[src/rtl/tfatc_pkg.sv]
// ----------------------------------------------------------------------------
// tfatc_pkg
// Shared types and constants of the two-fan airflow threshold controller.
// ----------------------------------------------------------------------------
package tfatc_pkg;

    // trigger reason codes
    typedef enum logic [2:0] {
        RSN_NONE   = 3'd0,
        RSN_TEMP   = 3'd1,
        RSN_HUMID  = 3'd2,
        RSN_VPD    = 3'd3,
        RSN_MANUAL = 3'd4
    } reason_t;

    // transaction mode codes
    localparam logic MODE_EVAL     = 1'b0;
    localparam logic MODE_OVERRIDE = 1'b1;

    // configuration register indexes
    localparam logic [2:0] CFG_TEMP_EXTREME   = 3'd0;
    localparam logic [2:0] CFG_TEMP_STAGE_ONE = 3'd1;
    localparam logic [2:0] CFG_TEMP_CLEAR     = 3'd2;
    localparam logic [2:0] CFG_HUMID_HIGH     = 3'd3;
    localparam logic [2:0] CFG_HUMID_CLEAR    = 3'd4;
    localparam logic [2:0] CFG_VPD_LOW        = 3'd5;
    localparam logic [2:0] CFG_VPD_OK         = 3'd6;
    localparam logic [2:0] CFG_MIN_CYCLE_MS   = 3'd7;

    // configuration register reset values
    localparam logic signed [14:0] TEMP_EXTREME_RST   = 15'sd3500;
    localparam logic signed [14:0] TEMP_STAGE_ONE_RST = 15'sd2900;
    localparam logic signed [14:0] TEMP_CLEAR_RST     = 15'sd2800;
    localparam logic [13:0]        HUMID_HIGH_RST     = 14'd8500;
    localparam logic [13:0]        HUMID_CLEAR_RST    = 14'd8000;
    localparam logic [13:0]        VPD_LOW_RST        = 14'd650;
    localparam logic [13:0]        VPD_OK_RST         = 14'd800;
    localparam logic [31:0]        MIN_CYCLE_MS_RST   = 32'd30000;

    typedef struct packed {
        logic signed [14:0] temp_extreme;
        logic signed [14:0] temp_stage_one;
        logic signed [14:0] temp_clear;
        logic [13:0]        humid_high;
        logic [13:0]        humid_clear;
        logic [13:0]        vpd_low;
        logic [13:0]        vpd_ok;
        logic [31:0]        min_cycle_ms;
    } cfg_t;

    typedef struct packed {
        logic               mode;
        logic signed [14:0] temperature;
        logic [13:0]        humidity;
        logic [13:0]        vpd;
        logic [31:0]        now_ms;
        logic               override_enable;
        logic               override_fan_one;
        logic               override_fan_two;
    } item_t;

    typedef struct packed {
        logic        fan_one;
        logic        fan_two;
        reason_t     reason;
        logic [31:0] last_change;
        logic        override_active;
    } ctl_state_t;

endpackage

[src/rtl/tfatc_eval.sv]
// ----------------------------------------------------------------------------
// tfatc_eval
// Decision logic: next controller state and change flag for one transaction.
// ----------------------------------------------------------------------------
module tfatc_eval
    import tfatc_pkg::*;
(
    input  cfg_t       cfg,
    input  item_t      item,
    input  ctl_state_t state_cur,
    output ctl_state_t state_next,
    output logic       changed
);

    logic [31:0] elapsed;
    logic        locked;
    logic        want_one;
    logic        want_two;
    reason_t     why;
    logic        hold;
    logic        clear_ok;

    // wrapping elapsed time and lockout
    assign elapsed  = item.now_ms - state_cur.last_change;
    assign locked   = (elapsed < cfg.min_cycle_ms) && (state_cur.last_change != 32'd0);
    assign clear_ok = ($signed(item.temperature) <= $signed(cfg.temp_clear)) &&
                      (item.humidity <= cfg.humid_clear) &&
                      (item.vpd >= cfg.vpd_ok);

    // priority rules
    always_comb begin
        want_one = 1'b0;
        want_two = 1'b0;
        why      = RSN_NONE;
        hold     = 1'b0;
        if ($signed(item.temperature) >= $signed(cfg.temp_extreme)) begin
            want_one = 1'b1;
            want_two = 1'b1;
            why      = RSN_TEMP;
        end else if (item.humidity >= cfg.humid_high) begin
            want_one = 1'b1;
            want_two = 1'b1;
            why      = RSN_HUMID;
        end else if (item.vpd < cfg.vpd_low) begin
            want_one = 1'b1;
            why      = RSN_VPD;
        end else if ($signed(item.temperature) > $signed(cfg.temp_stage_one)) begin
            want_one = 1'b1;
            why      = RSN_TEMP;
        end else if (state_cur.fan_one || state_cur.fan_two) begin
            hold = !clear_ok;
        end
    end

    // state update
    always_comb begin
        state_next = state_cur;
        changed    = 1'b0;
        if (item.mode == MODE_OVERRIDE) begin
            state_next.override_active = item.override_enable;
            if (item.override_enable) begin
                state_next.reason  = RSN_MANUAL;
                state_next.fan_one = item.override_fan_one;
                state_next.fan_two = item.override_fan_two;
                changed            = 1'b1;
            end
        end else if (!state_cur.override_active && !locked && !hold &&
                     ((want_one != state_cur.fan_one) || (want_two != state_cur.fan_two))) begin
            state_next.fan_one     = want_one;
            state_next.fan_two     = want_two;
            state_next.reason      = why;
            state_next.last_change = item.now_ms;
            changed                = 1'b1;
        end
    end

endmodule

[src/rtl/two_fan_airflow_threshold_controller_core.sv]
// ----------------------------------------------------------------------------
// two_fan_airflow_threshold_controller_core
// Two-fan relay controller with hysteresis, lockout and manual override.
// ----------------------------------------------------------------------------
// Path: input acceptance into the input register, then decision logic into
//   the result register.
// Throughput: one transaction per cycle unless m_ready stalls; the decision
//   stage updates state and loads the result register in the same cycle.
// Reset: synchronous active-low aresetn clears fan states, reason, change
//   stamp, override and both valid flags, and loads the threshold defaults.
module two_fan_airflow_threshold_controller_core
    import tfatc_pkg::*;
#(
    parameter bit FAN_ONE_ACTIVE_LOW = 1'b0,
    parameter bit FAN_TWO_ACTIVE_LOW = 1'b0
)
(
    input  logic        aclk,
    input  logic        aresetn,
    // configuration write port
    input  logic        cfg_wr_en,
    input  logic [2:0]  cfg_index,
    input  logic [31:0] cfg_wdata,
    // input channel
    input  logic        s_valid,
    output logic        s_ready,
    input  logic        s_mode,
    input  logic [14:0] s_temperature,
    input  logic [13:0] s_humidity,
    input  logic [13:0] s_vpd,
    input  logic [31:0] s_now_ms,
    input  logic        s_override_enable,
    input  logic        s_override_fan_one,
    input  logic        s_override_fan_two,
    // result channel
    output logic        m_valid,
    input  logic        m_ready,
    output logic        m_fan_one_on,
    output logic        m_fan_two_on,
    output logic        m_pin_one_level,
    output logic        m_pin_two_level,
    output logic [2:0]  m_trigger_reason,
    output logic        m_outputs_changed
);

    cfg_t       cfg_reg;
    item_t      item_reg;
    logic       item_valid_reg;
    ctl_state_t state_reg;
    ctl_state_t state_next;
    logic       changed_next;
    logic       out_valid_reg;
    logic       out_fan_one_reg;
    logic       out_fan_two_reg;
    reason_t    out_reason_reg;
    logic       out_changed_reg;
    logic       advance;

    // handshake: decision stage moves when the result register is free or drains
    assign advance = item_valid_reg && (!out_valid_reg || m_ready);
    assign s_ready = !item_valid_reg || advance;

    // configuration registers
    always_ff @(posedge aclk) begin
        if (!aresetn) begin
            cfg_reg.temp_extreme   <= TEMP_EXTREME_RST;
            cfg_reg.temp_stage_one <= TEMP_STAGE_ONE_RST;
            cfg_reg.temp_clear     <= TEMP_CLEAR_RST;
            cfg_reg.humid_high     <= HUMID_HIGH_RST;
            cfg_reg.humid_clear    <= HUMID_CLEAR_RST;
            cfg_reg.vpd_low        <= VPD_LOW_RST;
            cfg_reg.vpd_ok         <= VPD_OK_RST;
            cfg_reg.min_cycle_ms   <= MIN_CYCLE_MS_RST;
        end else if (cfg_wr_en) begin
            case (cfg_index)
                CFG_TEMP_EXTREME:   cfg_reg.temp_extreme   <= cfg_wdata[14:0];
                CFG_TEMP_STAGE_ONE: cfg_reg.temp_stage_one <= cfg_wdata[14:0];
                CFG_TEMP_CLEAR:     cfg_reg.temp_clear     <= cfg_wdata[14:0];
                CFG_HUMID_HIGH:     cfg_reg.humid_high     <= cfg_wdata[13:0];
                CFG_HUMID_CLEAR:    cfg_reg.humid_clear    <= cfg_wdata[13:0];
                CFG_VPD_LOW:        cfg_reg.vpd_low        <= cfg_wdata[13:0];
                CFG_VPD_OK:         cfg_reg.vpd_ok         <= cfg_wdata[13:0];
                CFG_MIN_CYCLE_MS:   cfg_reg.min_cycle_ms   <= cfg_wdata;
                default: ;
            endcase
        end
    end

    // input register
    always_ff @(posedge aclk) begin
        if (!aresetn) begin
            item_valid_reg <= 1'b0;
        end else if (s_ready) begin
            item_valid_reg <= s_valid;
        end
    end

    always_ff @(posedge aclk) begin
        if (s_valid && s_ready) begin
            item_reg.mode             <= s_mode;
            item_reg.temperature      <= s_temperature;
            item_reg.humidity         <= s_humidity;
            item_reg.vpd              <= s_vpd;
            item_reg.now_ms           <= s_now_ms;
            item_reg.override_enable  <= s_override_enable;
            item_reg.override_fan_one <= s_override_fan_one;
            item_reg.override_fan_two <= s_override_fan_two;
        end
    end

    // decision logic
    tfatc_eval u_eval (
        .cfg        (cfg_reg),
        .item       (item_reg),
        .state_cur  (state_reg),
        .state_next (state_next),
        .changed    (changed_next)
    );

    // controller state
    always_ff @(posedge aclk) begin
        if (!aresetn) begin
            state_reg.fan_one         <= 1'b0;
            state_reg.fan_two         <= 1'b0;
            state_reg.reason          <= RSN_NONE;
            state_reg.last_change     <= 32'd0;
            state_reg.override_active <= 1'b0;
        end else if (advance) begin
            state_reg <= state_next;
        end
    end

    // result register
    always_ff @(posedge aclk) begin
        if (!aresetn) begin
            out_valid_reg <= 1'b0;
        end else if (advance) begin
            out_valid_reg <= 1'b1;
        end else if (m_ready) begin
            out_valid_reg <= 1'b0;
        end
    end

    always_ff @(posedge aclk) begin
        if (advance) begin
            out_fan_one_reg <= state_next.fan_one;
            out_fan_two_reg <= state_next.fan_two;
            out_reason_reg  <= state_next.reason;
            out_changed_reg <= changed_next;
        end
    end

    // result outputs
    assign m_valid           = out_valid_reg;
    assign m_fan_one_on      = out_fan_one_reg;
    assign m_fan_two_on      = out_fan_two_reg;
    assign m_pin_one_level   = out_fan_one_reg ^ FAN_ONE_ACTIVE_LOW;
    assign m_pin_two_level   = out_fan_two_reg ^ FAN_TWO_ACTIVE_LOW;
    assign m_trigger_reason  = out_reason_reg;
    assign m_outputs_changed = out_changed_reg;

    // state holds while a result waits for the consumer
    a_state_hold_on_stall: assert property (@(posedge aclk) disable iff (!aresetn)
        (m_valid && !m_ready) |=> $stable(state_reg))
        else $error("controller state changed while result stalled");

    // an active override freezes the fans against sensor transactions
    a_override_freezes_fans: assert property (@(posedge aclk) disable iff (!aresetn)
        (advance && state_reg.override_active && (item_reg.mode == MODE_EVAL))
        |=> ($stable(state_reg.fan_one) && $stable(state_reg.fan_two) && !m_outputs_changed))
        else $error("sensor transaction changed fans under override");

    // sensor-driven change stamps the change time
    a_change_stamps_time: assert property (@(posedge aclk) disable iff (!aresetn)
        (advance && changed_next && (item_reg.mode == MODE_EVAL))
        |=> (state_reg.last_change == $past(item_reg.now_ms)))
        else $error("applied change did not stamp the change time");

    // no result straight out of reset
    a_reset_no_result: assert property (@(posedge aclk)
        !aresetn |=> !m_valid)
        else $error("result valid right after reset");

endmodule
[config.mk]
export PLATFORM = sky130hd
export DESIGN_NAME = two_fan_airflow_threshold_controller_core
export DESIGN_NICKNAME = d
export VERILOG_FILES = /design/src/rtl/tfatc_pkg.sv /design/src/rtl/tfatc_eval.sv /design/src/rtl/two_fan_airflow_threshold_controller_core.sv
export SDC_FILE = /design/constraint.sdc
export NUM_CORES = 1
export LEC_CHECK = 0
export BUFFER_PORTS_ARGS = -buffer_cell sky130_fd_sc_hd__buf_2
export CAP_MARGIN = 20
export CORE_MARGIN = 3
export CORE_UTILIZATION = 45
export DETAILED_ROUTE_END_ITERATION = 7
export HOLD_SLACK_MARGIN = 0.12
export PLACE_DENSITY = 0.62
export SKIP_LAST_GASP = 1
export SYNTH_ARGS = -nofsm -noshare
export SYNTH_HDL_FRONTEND = slang
export SYNTH_SLANG_ARGS = --single-unit
[constraint.sdc]
create_clock -name aclk -period 4.8 [get_ports aclk]
set_input_delay 0.96 -clock aclk [delete_from_list [all_inputs] [get_ports aclk]]
set_output_delay 0.96 -clock aclk [all_outputs]
set_load 0.01 [all_outputs]
* Yosys cells after proc, flatten, opt, wreduce, memory -nomap -nowiden
Cells that the tools add are included.
** Word-level totals
- Register bits after elaboration :: 258
- Output and inout port bits :: 10
- Word-level logic and storage cells :: 100
** Cells by class
- Reduce and logical (&&, ||, !) cells :: 31
- $lt $le $gt $ge :: 8
- Eq/ne operators :: 9
- Bitwise gates (word level) :: 1
- Muxes and demuxes :: 23
- $add $sub $neg :: 1
** Operator list (count)
- $mux 37 :: 1
- $lt 32x32->1 :: 1
- $reduce_bool 32->1 :: 1
- $sub 32x32->32 :: 1
- $ge 14x14->1 :: 2
- $reduce_and 2->1 :: 9
- $mux 1 :: 17
- $ge 15x15->1 :: 1
- $gt 15x15->1 :: 1
- $le 15x15->1 :: 1
- $le 14x14->1 :: 1
- $lt 14x14->1 :: 1
- $eq 3x3->1 const B :: 4
- $mux 5 :: 2
- $mux 3 :: 3
- $logic_and 1x1->1 :: 8
- $eq 3x2->1 const B :: 2
- $logic_not 1->1 :: 6
- $logic_or 1x1->1 :: 4
- $eq 3x1->1 const B :: 1
- $logic_not 3->1 :: 1
- $reduce_and 3->1 :: 1
- $ne 1x1->1 :: 2
- $reduce_bool 2->1 :: 1
- $not 1->1 :: 1

* Logic depth before layout (Yosys ltp)
Gate-level depths: netlist of run 1.
- Depth after elaboration :: 14
- Mapped depth :: 25
- Depth with buffers taken out :: 23

* Modules after synthesis
Synthesis of run 1 repeated with hierarchy kept, for this count alone.
** Second synthesis, totals
- Cells, all modules :: 1527
- Area, all modules :: 14330.0 µm²
** Modules (own cells, without submodules)
- two_fan_airflow_threshold_controller_core :: area an instance 8743.4 µm², times used 1, cells each 763
- tfatc_eval :: area an instance 5586.6 µm², times used 1, cells each 764

* Least setup slack after synthesis of run 1
No wires, ideal clock.
- Kind :: register -> register
- Start :: register item_reg[3] in the netlist's numbering
- End :: register state_reg[33] in the netlist's numbering
- Setup time :: 0.120 ns
- Data required time :: 4.680 ns
- Path buffers :: 1
- Stages on the path, launching flop included :: 25
- Data arrival time :: 4.703 ns
- Path slack :: -0.023 ns
- Cell sequence :: edfxtp_1 > inv_1 > ha_1 > inv_1 > fa_1 > a211oi_1 > o21a_1 > nor4_1 > o21a_1 > o2bb2ai_1 > o221a_2 > a211o_1 > a21oi_1 > xnor2_1 > ha_1 > and4_1 > nor3b_1 > nand2_1 > a311oi_1 > nor3_1 > a311oi_2 > nand3_2 > buf_6 > and3_4 > o31a_1
** Between the ends
- Longest elaborated chain between the ends :: 9
** Ends and longest elaborated chain
- from (decl) :: line two_fan_airflow_threshold_controller_core.sv:47 : item_t item_reg;
- $sub 32x32->32 :: line tfatc_eval.sv:24 : assign elapsed = item.now_ms - state_cur.last_change;
- $lt 32x32->1 :: line tfatc_eval.sv:25 : assign locked = (elapsed < cfg.min_cycle_ms) && (state_cur.last_change != 32'd0);
- $logic_and 1x1->1 :: line tfatc_eval.sv:25
- $logic_not 1->1 :: line tfatc_eval.sv:67 : end else if (!state_cur.override_active && !locked && !hold &&
- $logic_and 1x1->1 (3 in a row) :: line tfatc_eval.sv:67
- $mux 37 :: line tfatc_eval.sv:67
- $mux 5 :: line tfatc_eval.sv:59 : if (item.mode == MODE_OVERRIDE) begin
- to (signal assigned) :: line two_fan_airflow_threshold_controller_core.sv:129 : state_reg <= state_next;
- to (decl) :: line two_fan_airflow_threshold_controller_core.sv:49 : ctl_state_t state_reg;
No other way between the ends.
A chain may end at the register's enable or synchronous reset.

==> results of run 1 <==
## worst min-delay path: cells and delay by family, from the launching register on
family,cells,cell delay [ns]
flops,1,0.31
simple gates,1,0.05
compound gates,1,0.05
## metal layers
layer | global-route usage (%) | vias to the layer above | routed length (µm) | share of wire [%]
li1 | - | 5792 | - | -
met1 | 30.9 | 5321 | 17600 | 48
met2 | 33.6 | 258 | 16200 | 45
met3 | 3.15 | 49 | 1820 | 5.0
met4 | 5.06 | 0 | 769 | 2.1
met5 | 0 | - | 0 | 0
## cell usage in the layout, fill, tap and decap left out, types with 3 or more instances in the layout
master,count
o21a_1,9
edfxtp_1,85
buf_4,78
nor3_2,4
clkbuf_1,5
ha_1,161
nor2_1,35
a21oi_1,184
clkbuf_16,29
o41ai_1,4
nor2b_1,10
a31oi_1,4
o21ai_0,62
nand4_1,19
a211oi_2,3
a211o_1,5
and2_1,3
a2111oi_0,3
nand3_1,55
nand2b_1,17
o211ai_1,48
a21o_1,20
nor3_1,9
and3_1,9
o21ai_1,6
a211oi_1,4
a21oi_2,5
buf_2,128
nand2_1,269
o31a_1,3
o21bai_1,7
inv_1,174
xnor2_1,22
clkbuf_8,7
and4_1,6
xor2_1,8
dfxtp_1,173
nor4_1,13
clkinv_2,7
## logic make-up after synthesis
family / after synthesis
and+or+nand+nor: 466
AOI/OAI and AO/OA: 399
DFF: 258
buffers and inverters: 248
adders and majority gates: 163
xor gates and xnor gates: 30
muxes: 1
## where the power goes
group / leakage [nW] / internal (W) / total [W] / switching, W
Combinational: 4.06 / 0.000444 / 0.00102 / 0.000573
Sequential: 2.23 / 0.00235 / 0.00242 / 0.0000607
Clock: 0.466 / 0.00129 / 0.00219 / 0.000906
## area by class of cell
type | instances | area [µm²] | area share (%)
clock inverter | 12 | 126 | 0.766
clock buffer | 40 | 816 | 4.94
tap | 390 | 488 | 2.96
inverter | 177 | 666 | 4.03
sequential | 258 | 6020 | 36.5
multi-input combinational | 1059 | 7030 | 42.6
timing repair buffer | 213 | 1360 | 8.22
## repair_timing
| action | 4_1_cts | 5_1_grt |
|---|---|---|
| hold buffers | 0 | 0 |
| gates cloned | 0 | 1 |
| setup endpoints to repair | 42 | 43 |
| setup buffers | 5 | 5 |
| resized for setup | 13 | 23 |
| pin swaps | 6 | 9 |
## worst paths after layout
path	depth (start not counted)	slack [ns]	from	end
min	2	0.45	cfg_reg[113]$_SDFFE_PN0P_	cfg_reg[113]$_SDFFE_PN0P_
max	24	-0.25	item_reg[3]$_DFFE_PP_	m_fan_one_on$_DFFE_PP_
max reg2reg	24	-0.25	item_reg[3]$_DFFE_PP_	m_fan_one_on$_DFFE_PP_
min reg2reg	2	0.45	cfg_reg[113]$_SDFFE_PN0P_	cfg_reg[113]$_SDFFE_PN0P_
## through the flow
step / hold WS (ns) / utilization (%)
after floorplan: 0.434 / -
after global routing: 0.470 / 54.9
after detailed placement: 0.447 / 50.8
after global placement: 0.442 / 50.8
after CTS: 0.455 / 54.3
final: 0.454 / 54.9
==> qor.csv, run 1 <==
metric;value;unit
xor-xnor portion of the synthesized cell area;1.89;%
share of flip-flops with an asynchronous set or reset;0;%
top-area cell type share of the netlist area;24.9;%
Core Area;0.0300;mm²
Hold WC Path Type;flip-flop to flip-flop;
CTS tree;done;
crit path cell chain;inv_1, ha_2, inv_2, fa_2, a211oi_2, o21a_1, nor4_1, o21a_1, o2bb2ai_2, o221a_2, a211o_1, a21oi_2, xnor2_1, ha_1, and4_1, nor3b_4, nand2_1, a311oi_2, nor3_2, a311oi_2, buf_4, and3_4, a31oi_4, a21boi_2;
syn_area_per_cell;8.88;µm²
RSZ-0062 raised after global routing;true;
Fill cells;2713;
Worst VDD drop;0.277;mV
1st-iter DRT viols;783;
DR DRC count;0;
Worst Setup Start Kind;flip-flop;
CP Class;flip-flop to flip-flop;
final setup vio count;42;
Post-DP HPWL;25000;µm
post-synthesis simple-gate area fraction;15.2;%
count leader, synth;nand2_1;
Root Driver;clkbuf_16;
Max H-tree Level;1;
Crit path buffers/inverters;3;
initial antenna violation count;0;
Period Utilization, post-route;105;%
# clock sinks;258;
first-pass GRT wire length;57800;µm
Synth area leader;dfxtp_1;
status;finished, violations left;
Worst-Margin Slew;1.04;ns
violated checks;setup timing;
largest family of logic cells by synthesized area;compound AO/OA/AOI/OAI gates;
ys flop type;dfxtp_1;
Worst Skew;0.0187;ns
CP peak stage delay;0.39;ns
top post-synthesis cells by area;dfxtp_1, edfxtp_1, ha_1;
Final Wtd Congestion;0.890;
Finished Cell Area;0.0165;mm²
worst setup margin;-0.249;ns
Final Critical Period;5.05;ns
routed vias/inst;5.31;
Initial Util;46.3;%
total number of vias;11400;
IO Count;129;
Maximum Capacitance Violations;0;
Area growth syn-to-layout;18.8;%
Synth Cell Area;0.0139;mm²
Synth cell types;70;
Final #Nets;2019;
Post-synth top cells;nand2_1, a21oi_1, inv_1, dfxtp_1, ha_1;
final hold vios;0;
DP Worst Slack;-0.375;ns
mux cell area share after synthesis;0.0721;%
gr ovfl total;0;
cells after synthesis;1565;
antenna-violating nets left;0;
Slew headroom;30.8;%
Critical Path AT;5.34;ns
register area share after synthesis;43.3;%
post-synthesis compound-gate area fraction;17.7;%
final wirelength;36300;µm
CP max stage cell;edfxtp_1;
number of enable flip-flop cells after synthesis;85;
# diodes;0;
family with the most delay on the worst path;compound AO/OA/AOI/OAI gates;
placed cell count;2083;
IO buf count;128;
PwrDens;341;mW/mm²
CTS buffer count;28;
crit path max fanout;4;
YS warnings;0;
wire per inst;16.9;µm
vias in the first global route;11000;
max reg flops;133;
die width;182;µm
Die Y;182;µm
Tot Pwr;0.00563;W
clk buf depth;3;
#FFs+latches synth;258;
Synth Area in Adders;14.7;%
Setup TNS;-8.65;ns
share of layout cells above drive strength 1;17.3;%
Max Slew Vio Count;0;
Final Instance Count excl. Fillers;2149;
Initial DRT Pass Iterations;5;
Placed Area;0.0153;mm²
pin count of the biggest net entering global routing;86;
worst skew pair latency;0.55;ns
row count;63;
CP endpoint kind;flip-flop;
data required time of the critical path;5.09;ns
Total GRT Usage;21.3;%
die area;0.0330;mm²
clock-pin slew on the worst setup and hold paths;0.06;ns
Leak;6.76;nW
Synth Net Count;1847;
Peak Freq;0.198;GHz
Power figures use the tool's default switching activity.
==> inputs of run 2 (changes only) <==
--- a/config.mk
+++ b/config.mk
@@ -8,10 +8,10 @@
 export BUFFER_PORTS_ARGS = -buffer_cell sky130_fd_sc_hd__buf_2
 export CAP_MARGIN = 20
 export CORE_MARGIN = 3
-export CORE_UTILIZATION = 45
+export CORE_UTILIZATION = 35
 export DETAILED_ROUTE_END_ITERATION = 7
 export HOLD_SLACK_MARGIN = 0.12
-export PLACE_DENSITY = 0.62
+export PLACE_DENSITY = 0.5
 export SKIP_LAST_GASP = 1
 export SYNTH_ARGS = -nofsm -noshare
 export SYNTH_HDL_FRONTEND = slang
==> run 2 against run 1 <==
Clock skew decreased by 0.00096 ns; design area increased by 3.4%; first-iteration DRC count decreased by 21%; critical path depth increased by 1; maximum frequency increased by 0.69%; flip-flop and latch count unchanged; final cell count increased by 7.2%; via count unchanged; power increased by 7.9%; the run still ends with setup timing left.
==> qor.csv, run 2 (same netlist as run 1, synthesis figures left out) <==
metric;value;unit;change
Peak Freq;0.199;GHz;+0.69%
final wirelength;39400;µm;+8.6%
DP Worst Slack;-0.444;ns;-0.0690 ns
Maximum Capacitance Violations;0;;unchanged
footprint of the multi-input gates;0.00703;mm²;-0.12%
DR DRC count;0;;unchanged
worst-case reg-to-reg path depth;25;;+4.2%
routed vias/inst;4.96;;-6.7%
IO buf count;128;;unchanged
Worst-Margin Slew;0.967;ns;-0.0713 ns
Sequential cell area;0.00602;mm²;unchanged
Slew headroom;35.4;%;+4.6 points
hold buffers post-CTS;0;;unchanged
Root Driver;clkbuf_16;;
Fill cells;3868;;+43%
die area;0.0421;mm²;+28%
most frequent cells in the layout;nand2_1, a21oi_1, inv_1, dfxtp_1, ha_1;;
Initial Util;35.7;%;-11 points
1st-iter DRT viols;615;;-21%
wire per inst;17.1;µm;+1.3%
vias in the first global route;11100;;+0.72%
PwrDens;356;mW/mm²;+4.3%
gr ovfl total;0;;unchanged
commonest non-fill, non-tap cell in the layout;nand2_1;;
crit path max fanout;11;;+7
Final #Nets;2043;;+1.2%
Hold Crit Start;cfg_reg[117]$_SDFFE_PN0P_;;
Area growth syn-to-layout;22.8;%;
hold path depth;2;;unchanged
CP Class;flip-flop to flip-flop;;
CTS buffer count;31;;+11%
antenna-violating nets left;0;;unchanged
CTS tree;done;;
clk buf depth;3;;unchanged
max reg flops;133;;unchanged
first-pass GRT wire length;60400;µm;+4.5%
final hold vios;0;;unchanged
Tot Pwr;0.00607;W;+7.9%
Max Slew Vio Count;0;;unchanged
# clock sinks;258;;unchanged
Worst R2R Start;item_reg[3]$_DFFE_PP_;;
Worst Setup Start Kind;flip-flop;;
initial antenna violation count;0;;unchanged
final setup vio count;39;;-7.1%
Post-DP HPWL;27700;µm;+11%
Leak;6.96;nW;+3.0%
share of layout cells above drive strength 1;18.5;%;+1.2 points
RR Endpoint;state_reg[1]$_SDFFE_PN0P_;;
die width;205;µm;+13%
Min-Delay Endpoint;cfg_reg[117]$_SDFFE_PN0P_;;
Initial DRT Pass Iterations;5;;unchanged
Total GRT Usage;18.1;%;-3.1 points
worst setup margin;-0.214;ns;+0.0346 ns
Critical Path AT;5.46;ns;+0.12 ns
Final Wtd Congestion;0.831;;-6.6%
row count;72;;+14%
Final Critical Period;5.01;ns;-0.0346 ns
status;finished, violations left;;
worst skew pair latency;0.59;ns;+0.04 ns
Period Utilization, post-route;104;%;-0.72 points
violated checks;setup timing;;
clock-pin slew on the worst setup and hold paths;0.06;ns;about the same
CP endpoint kind;flip-flop;;
total number of vias;11400;;unchanged
Worst VDD drop;0.268;mV;-3.0%
Die Y;205;µm;+13%
Max H-tree Level;1;;unchanged
IO Count;129;;unchanged
Hold WC Path Type;flip-flop to flip-flop;;
Worst Skew;0.0177;ns;-0.000960 ns
RSZ-0062 raised after global routing;true;;
pin count of the biggest net entering global routing;85;;-1.2%
data required time of the critical path;5.24;ns;+0.15 ns
Core Area;0.0389;mm²;+30%
R2R setup slack;-0.21;ns;+0.03 ns
run 2: cell count changes in the layout (fill, tap and decap cells not counted), sizes merged:
cell | previous run | this run
buf | 212 | 230
inv | 175 | 178
clkinv | 11 | 5
clkinvlp | 1 | 0
diode | 0 | 1
bufinv | 2 | 4
clkbuf | 41 | 51
run 2: critical path, stage by stage, from the launching register on:
cell and delay (ns):
edfxtp_1 0.39, inv_1 0.08, ha_2 0.18, inv_2 0.04, fa_2 0.36, a211oi_2 0.22, o21a_1 0.18, nor4_1 0.06
o21a_1 0.21, o2bb2ai_2 0.14, o221a_2 0.26, a211o_1 0.27, a21oi_2 0.14, xnor2_1 0.09, ha_1 0.30, and4_1 0.20
nor3b_4 0.21, nand2_1 0.09, a311oi_2 0.25, nor3_2 0.09, a311oi_2 0.29, buf_4 0.17, nand3_4 0.16, buf_12 0.21
o21ai_0 0.22, a21oi_2 0.09
run 2: how the worst max path moves through the flow:
stage	startpoint	slack [ns]	end
6_report	item_reg[3]$_DFFE_PP_	-0.21	state_reg[1]$_SDFFE_PN0P_
5_1_grt	item_reg[3]$_DFFE_PP_	-0.56	state_reg[30]$_SDFFE_PN0P_
4_1_cts	item_reg[3]$_DFFE_PP_	-0.06	state_reg[17]$_SDFFE_PN0P_
3_5_place_dp	item_reg[3]$_DFFE_PP_	-0.44	m_trigger_reason[1]$_DFFE_PP_
3_3_place_gp	item_reg[3]$_DFFE_PP_	-0.32	m_trigger_reason[1]$_DFFE_PP_
2_1_floorplan	item_reg[3]$_DFFE_PP_	0.03	state_reg[33]$_SDFFE_PN0P_
run 2: metal layers:
metal  vias up  wire length (µm)  global-route usage (%)
li1       5864                 -                       -
met1      5292             19400                    25.8
met2       210             17400                    28.7
met3        54              1670                    2.94
met4         0              1030                    4.78
met5         -                 0                       0
run 2: what timing repair did:
| action | in CTS | in global routing |
|---|---|---|
| cloned | 0 | 6 |
| buffers inserted | 5 | 7 |
| pin swaps | 18 | 15 |
| setup endpoints to repair | 42 | 43 |
| gates resized for setup | 22 | 20 |
| endpoints found under the hold margin | 0 | 0 |
run 2: metrics by stage:
| step | area (µm²) | cells | setup TNS, ns | hold slack (ns) | util [%] |
|---|---|---|---|---|---|
| finish | 17100 | 2304 | -5.59 | 0.454 | 43.8 |
| global route | 17100 | 2303 | -21.13 | 0.474 | 43.8 |
| global placement | 15600 | 2229 | -10.46 | 0.442 | 40.0 |
| detailed placement | 15600 | 2229 | -15.54 | 0.448 | 40.0 |
| floorplan | 13900 | 1565 | 0 | 0.434 | - |
| CTS | 16800 | 2291 | -1.55 | 0.456 | 43.2 |
run 2: final cells by class:
| cell class | instances | area share, % |
|---|---|---|
| inverter | 177 | 3.91 |
| multi-input combinational | 1059 | 41.2 |
| sequential | 258 | 35.3 |
| tap | 518 | 3.80 |
| clock buffer | 47 | 5.61 |
| antenna | 1 | 0.0147 |
| clock inverter | 10 | 0.975 |
| timing repair buffer | 234 | 9.27 |
run 2: report_power, final:
group / total (W) / leakage [nW] / switching [W] / internal [W]
logic: 0.00112 / 4.17 / 0.000610 / 0.000506
registers: 0.00242 / 2.23 / 0.0000601 / 0.00236
clock network: 0.00254 / 0.559 / 0.000953 / 0.00159
